[src/hdl/fdf_pkg.sv]
`timescale 1ns / 1ps
`default_nettype none
package fdf_pkg;

  localparam int SEEN_DEPTH = 256;
  localparam int IDX_W      = $clog2(SEEN_DEPTH);
  localparam int CNT_W      = $clog2(SEEN_DEPTH + 1);
  localparam int GRP_SIZE   = 16;
  localparam int GRP_CNT    = (SEEN_DEPTH + GRP_SIZE - 1) / GRP_SIZE;

  localparam int ID_W   = 32;
  localparam int TIME_W = 32;
  localparam int TMO_W  = 16;
  localparam int HOP_W  = 8;
  localparam int KIND_W = 4;
  localparam int PORT_W = 8;

  localparam logic [TMO_W-1:0] TIMEOUT_RESET = TMO_W'(300);

  localparam logic [1:0] CMD_MESSAGE = 2'd0;
  localparam logic [1:0] CMD_TICK    = 2'd1;
  localparam logic [1:0] CMD_CLEANUP = 2'd2;

  localparam logic [1:0] ST_NONE      = 2'd0;
  localparam logic [1:0] ST_DUPLICATE = 2'd1;
  localparam logic [1:0] ST_EXPIRED   = 2'd2;
  localparam logic [1:0] ST_DELIVERED = 2'd3;

  // Global, announce and discover are the kinds that get re-flooded.
  localparam logic [KIND_W-1:0] KIND_FLOOD_MAX = KIND_W'(2);

  typedef enum logic [2:0] {
    S_IDLE,
    S_EVAL,
    S_GROUP,
    S_ACT,
    S_SWEEP,
    S_EMIT
  } fdf_state_t;

  // Signals broadcast from the controller to every cell.
  typedef struct packed {
    logic              shift;
    logic [ID_W-1:0]   key;
    logic [TIME_W-1:0] now;
    logic [TMO_W-1:0]  timeout;
  } fdf_bcast_t;

endpackage
`default_nettype wire

[src/hdl/fdf_cell.sv]
`timescale 1ns / 1ps
`default_nettype none
module fdf_cell (
  input  wire logic                       clk,
  input  wire fdf_pkg::fdf_bcast_t        bc,
  input  wire logic                       live,
  input  wire logic [fdf_pkg::ID_W-1:0]   prev_id,
  input  wire logic [fdf_pkg::TIME_W-1:0] prev_stamp,
  output logic      [fdf_pkg::ID_W-1:0]   id,
  output logic      [fdf_pkg::TIME_W-1:0] stamp,
  output logic                            hit,
  output logic                            aged
);
  import fdf_pkg::*;

  logic [TIME_W-1:0] age;

  assign age = bc.now - stamp;

  always_ff @(posedge clk) begin
    if (bc.shift) begin
      id    <= prev_id;
      stamp <= prev_stamp;
    end
    hit  <= live && (id == bc.key);
    aged <= live && (age > TIME_W'(bc.timeout));
  end

endmodule
`default_nettype wire

[config.mk]
export PLATFORM = sky130hd
export DESIGN_NAME = fdf_cell
export DESIGN_NICKNAME = d
export VERILOG_FILES = /design/src/hdl/fdf_pkg.sv /design/src/hdl/fdf_cell.sv
export SDC_FILE = /design/constraint.sdc
export NUM_CORES = 1
export LEC_CHECK = 0
export ABC_AREA = 0
export ABC_CLOCK_PERIOD_IN_PS = 11500
export BUFFER_PORTS_ARGS = -buffer_cell sky130_fd_sc_hd__buf_2
export CAP_MARGIN = 20
export CORE_MARGIN = 4
export CORE_UTILIZATION = 53
export CTS_BUF_LIST = sky130_fd_sc_hd__clkbuf_2 sky130_fd_sc_hd__clkbuf_4 sky130_fd_sc_hd__clkbuf_8
export CTS_CLUSTER_DIAMETER = 50
export CTS_CLUSTER_SIZE = 30
export DETAILED_ROUTE_END_ITERATION = 16
export PLACE_DENSITY_LB_ADDON = 0.25
export SETUP_SLACK_MARGIN = 0.02
export SLEW_MARGIN = 20
export SYNTH_ARGS = -nofsm -noshare
export SYNTH_HDL_FRONTEND = slang
export SYNTH_SLANG_ARGS = --single-unit
[constraint.sdc]
create_clock -name clk -period 11.5 [get_ports clk]
set_clock_uncertainty 0.05 [all_clocks]
set_input_delay 0 -clock clk [delete_from_list [all_inputs] [get_ports clk]]
set_output_delay 0 -clock clk [all_outputs]
set_load 0.03 [all_outputs]
==> metrics.md <==
| Metric | Value |
|---|---|
| Worst setup EP type | `flop` |
| CP max stage delay | `420 ps` |
| Final hold violations | `0` |
| Post-DR vias/cell | `5.588` |
| Worst-path cell chain | `ha_1 > fa_1 > nor2b_1 > o31ai_2 > a21oi_1 > a311oi_1 > xnor2_1 > ha_1 > a21oi_1 > nand2_1 > a21o_1 > a311oi_1 > a31oi_1 > nor4b_1 > o2111ai_1 > nor4_2 > a41oi_1` |
| Hold Path Depth | `4` |
| GRT Util Overall | `29.86%` |
| Worst reg2reg endpoint | `aged$_DFF_P_` |
| Mapped Area | `0.004703 mm^2` |
| Power, Total | `0.8358 mW` |
| Initial antenna violation count | `0` |
| CTS tree | `built` |
| Tmin final | `4289 ps` |
| R2R setup slack | `7210 ps` |
| Hold/Removal Path Class | `input pin to flop` |
| # rows | `34` |
| Max Slew Vio Count | `0` |
| DIE AREA | `0.01044 mm^2` |
| Outcome | `finished, final reports clean` |
| Hold Path End | `aged$_DFF_P_` |
| Area growth syn-to-layout | `43.84%` |
| Maximum vdd drop | `0.00008529 V` |
| CP Class | `flop to flop` |
| Leak | `3.137 nW` |
| Final instance area | `0.006765 mm^2` |
| # H-tree levels | `3` |
| Synth warn | `0` |
| Crit path DAT | `4450 ps` |
| Hpwl dp | `10,970 um` |
| Layout cells sized above 1 | `32.06%` |
| Worst Setup Start Kind | `flop` |
| Final setup fails | `0` |
| Core area | `0.008678 mm^2` |
| Top-area cell type share of the netlist area | `40.86%` |
| GPL Wtd Cong | `0.9441` |
| Drt drc | `0` |
| Most frequent cells in the layout | `buf_2 (212), dlygate4sd3_1 (67), edfxtp_1 (64)` |
| Post-synth cell types | `57` |
| IO buf count | `212` |
| Fmax | `233.1 MHz` |
| RSZ-0062 raised after global routing | `no` |
| Chip width | `102.2 um` |
| DR pass1 iterations | `5` |
| Skew-Pair Late Insertion Delay | `340 ps` |
| Final Cycle Share | `37.30%` |
| Clk buf depth | `2` |
| Number of global-route vias before repair | `4,943` |
| Final nets | `949` |
| Pin count of the biggest net entering global routing | `65` |
| Clock-pin slew on the worst setup and hold paths | `70 ps` |
| Slew @ Worst Pin | `830.9 ps` |
| Top FF cell, synth | `edfxtp_1` |
| Worst EP required | `11,660 ps` |
| Most common cell after layout, fill and taps aside | `buf_2` |
| Crit-path slowest cell | `fa_1` |
| CTS sink cnt | `66` |
| Critical path origin | `stamp[0]$_DFFE_PP_` |
| Total number of vias | `4,845` |
| CP max FO | `4` |
| WL per Instance | `18.04 um` |
| Gr ovfl total | `0` |
| Synth top area cells | `edfxtp_1 (41%), ha_1 (13%), xnor2_1 (7.8%)` |
| Worst r2r src | `stamp[0]$_DFFE_PP_` |
| FF/Latch Area | `0.001962 mm^2` |
| CTS root buf | `clkbuf_8` |
| Max-Cap Viols | `0` |
| Cell taking the most area after synthesis | `edfxtp_1` |
| Worst reg-to-reg path cell count | `17` |
| Syn_nets | `668` |
| Post-route setup TNS | `0 ps` |
| Syn avg cell area | `9.943 um^2` |
| Total CTS buffers | `9` |
| Post-synthesis register bit count | `66` |
| Syn Inst Count | `473` |
| DR iter-0 viols | `250` |
| Initial Util | `54.20%` |
| Die height | `102.2 um` |
| Sequential area share after synthesis | `41.71%` |
| HP Start | `bc[46]` |
| CTS resizes | `0` |
| Detail Route Antenna Nets | `0` |
| Minimum hold slack | `102.7 ps` |
| Area of the multi-input gates | `0.002501 mm^2` |
| # IOs | `213` |
| Ys async rst share | `0%` |
| Worst slew margin | `44.61%` |
| Total Wirelength | `15,650 um` |
| FILL cells | `559` |
| First-pass GRT wire length | `23,850 um` |
| Pwr/cell area | `123.5 mW/mm^2` |
| Placement Cell Area | `0.005862 mm^2` |
| Number of synthesized flops with an enable pin | `64` |
-- where the power goes --
part / internal, mW / switching (mW)
Sequential: 0.285 / 0.0133
Clock: 0.142 / 0.0906
Combinational: 0.127 / 0.178
Total: 0.554 / 0.282
-- through the flow --
stage	utilization, %	worst slack [ps]	std cells
floorplan	-	7638	473
global placement	67.55	7468	784
detailed placement	67.55	7295	784
CTS	77.93	7272	866
global route	77.93	6847	866
finish	77.96	7211	867
-- layout make-up --
| cell class | instances | area share [%] |
|---|---|---|
| clock inverter | 6 | 1.572 |
| inverter | 52 | 2.885 |
| clock buffer | 9 | 1.831 |
| antenna | 1 | 0.03699 |
| multi-input combinational | 345 | 36.97 |
| timing repair buffer | 280 | 25.71 |
| tap | 108 | 1.997 |
| sequential | 66 | 29.00 |
-- routing by layer --
| metal | up-vias | part of all wire [%] | GRT usage (%) |
|---|---|---|---|
| met5 | - | 0 | 0 |
| met4 | 0 | 4.1 | 14.83 |
| met3 | 49 | 8.0 | 6.485 |
| met2 | 260 | 52 | 52.92 |
| met1 | 2257 | 36 | 33.89 |
| li1 | 2279 | - | - |
-- what timing repair did --
item	CTS	global route
setup buffers	0	0
hold buffers	67	0
hold endpoints to repair	66	0
-- worst max-delay path by stage --
stage	end	slack, ps	depth (start not counted)
global route	aged$_DFF_P_	6850	18
detailed placement	aged$_DFF_P_	7290	17
CTS	aged$_DFF_P_	7270	17
global placement	aged$_DFF_P_	7470	17
floorplan	aged$_DFF_P_	7640	17
finish	aged$_DFF_P_	7210	17
-- logic make-up (layout without fill, tap and decap cells) --
family | Yosys count | in the layout | share of synthesized area, %
adders and majority gates | 48 | 48 | 12.93
buffers and inverters | 62 | 347 | 5.108
muxes | 2 | 2 | 0.4257
xor gates and xnor gates | 56 | 56 | 10.43
DFF | 66 | 66 | 41.71
AOI/OAI and AO/OA | 117 | 117 | 16.68
and+or+nand+nor | 122 | 122 | 12.72
other | 0 | 1 | 0
-- cells in the mapped netlist (2+ instances only) --
cell,number
or3_1,2
o211ai_1,4
o21ai_2,2
nor3_1,6
o21ai_0,20
a311oi_1,4
inv_1,52
a21oi_1,37
xnor2_1,42
nor2b_1,3
mux2i_1,2
o21a_1,8
nand4_1,15
dfxtp_1,2
clkbuf_2,3
nand3_1,6
o2111ai_1,2
a31oi_1,5
o31ai_2,2
a21oi_2,3
o31ai_1,3
xor2_1,14
o21ai_1,2
and3_1,2
a211oi_2,2
a211oi_1,2
nor2_1,30
buf_2,3
a41oi_1,2
ha_1,47
nor4_1,4
clkbuf_1,4
a21o_1,8
nand2b_1,7
nand2_1,38
edfxtp_1,64
-- critical path: cells and delay by family, from the launching register on --
kind / cells / cell delay, ps
AO/OA/AOI/OAI: 9 / 1580
AND/OR/NAND/NOR: 4 / 1000
adder cells (fa/ha/maj): 3 / 970
flip-flops: 1 / 390
XOR/XNOR: 1 / 170
-- flip-flops by register name, summed over array words and instances, names as in the netlist --
name / count
hit: 1
id: 32
aged: 1
stamp: 32
(Power assumes the default switching activity.)
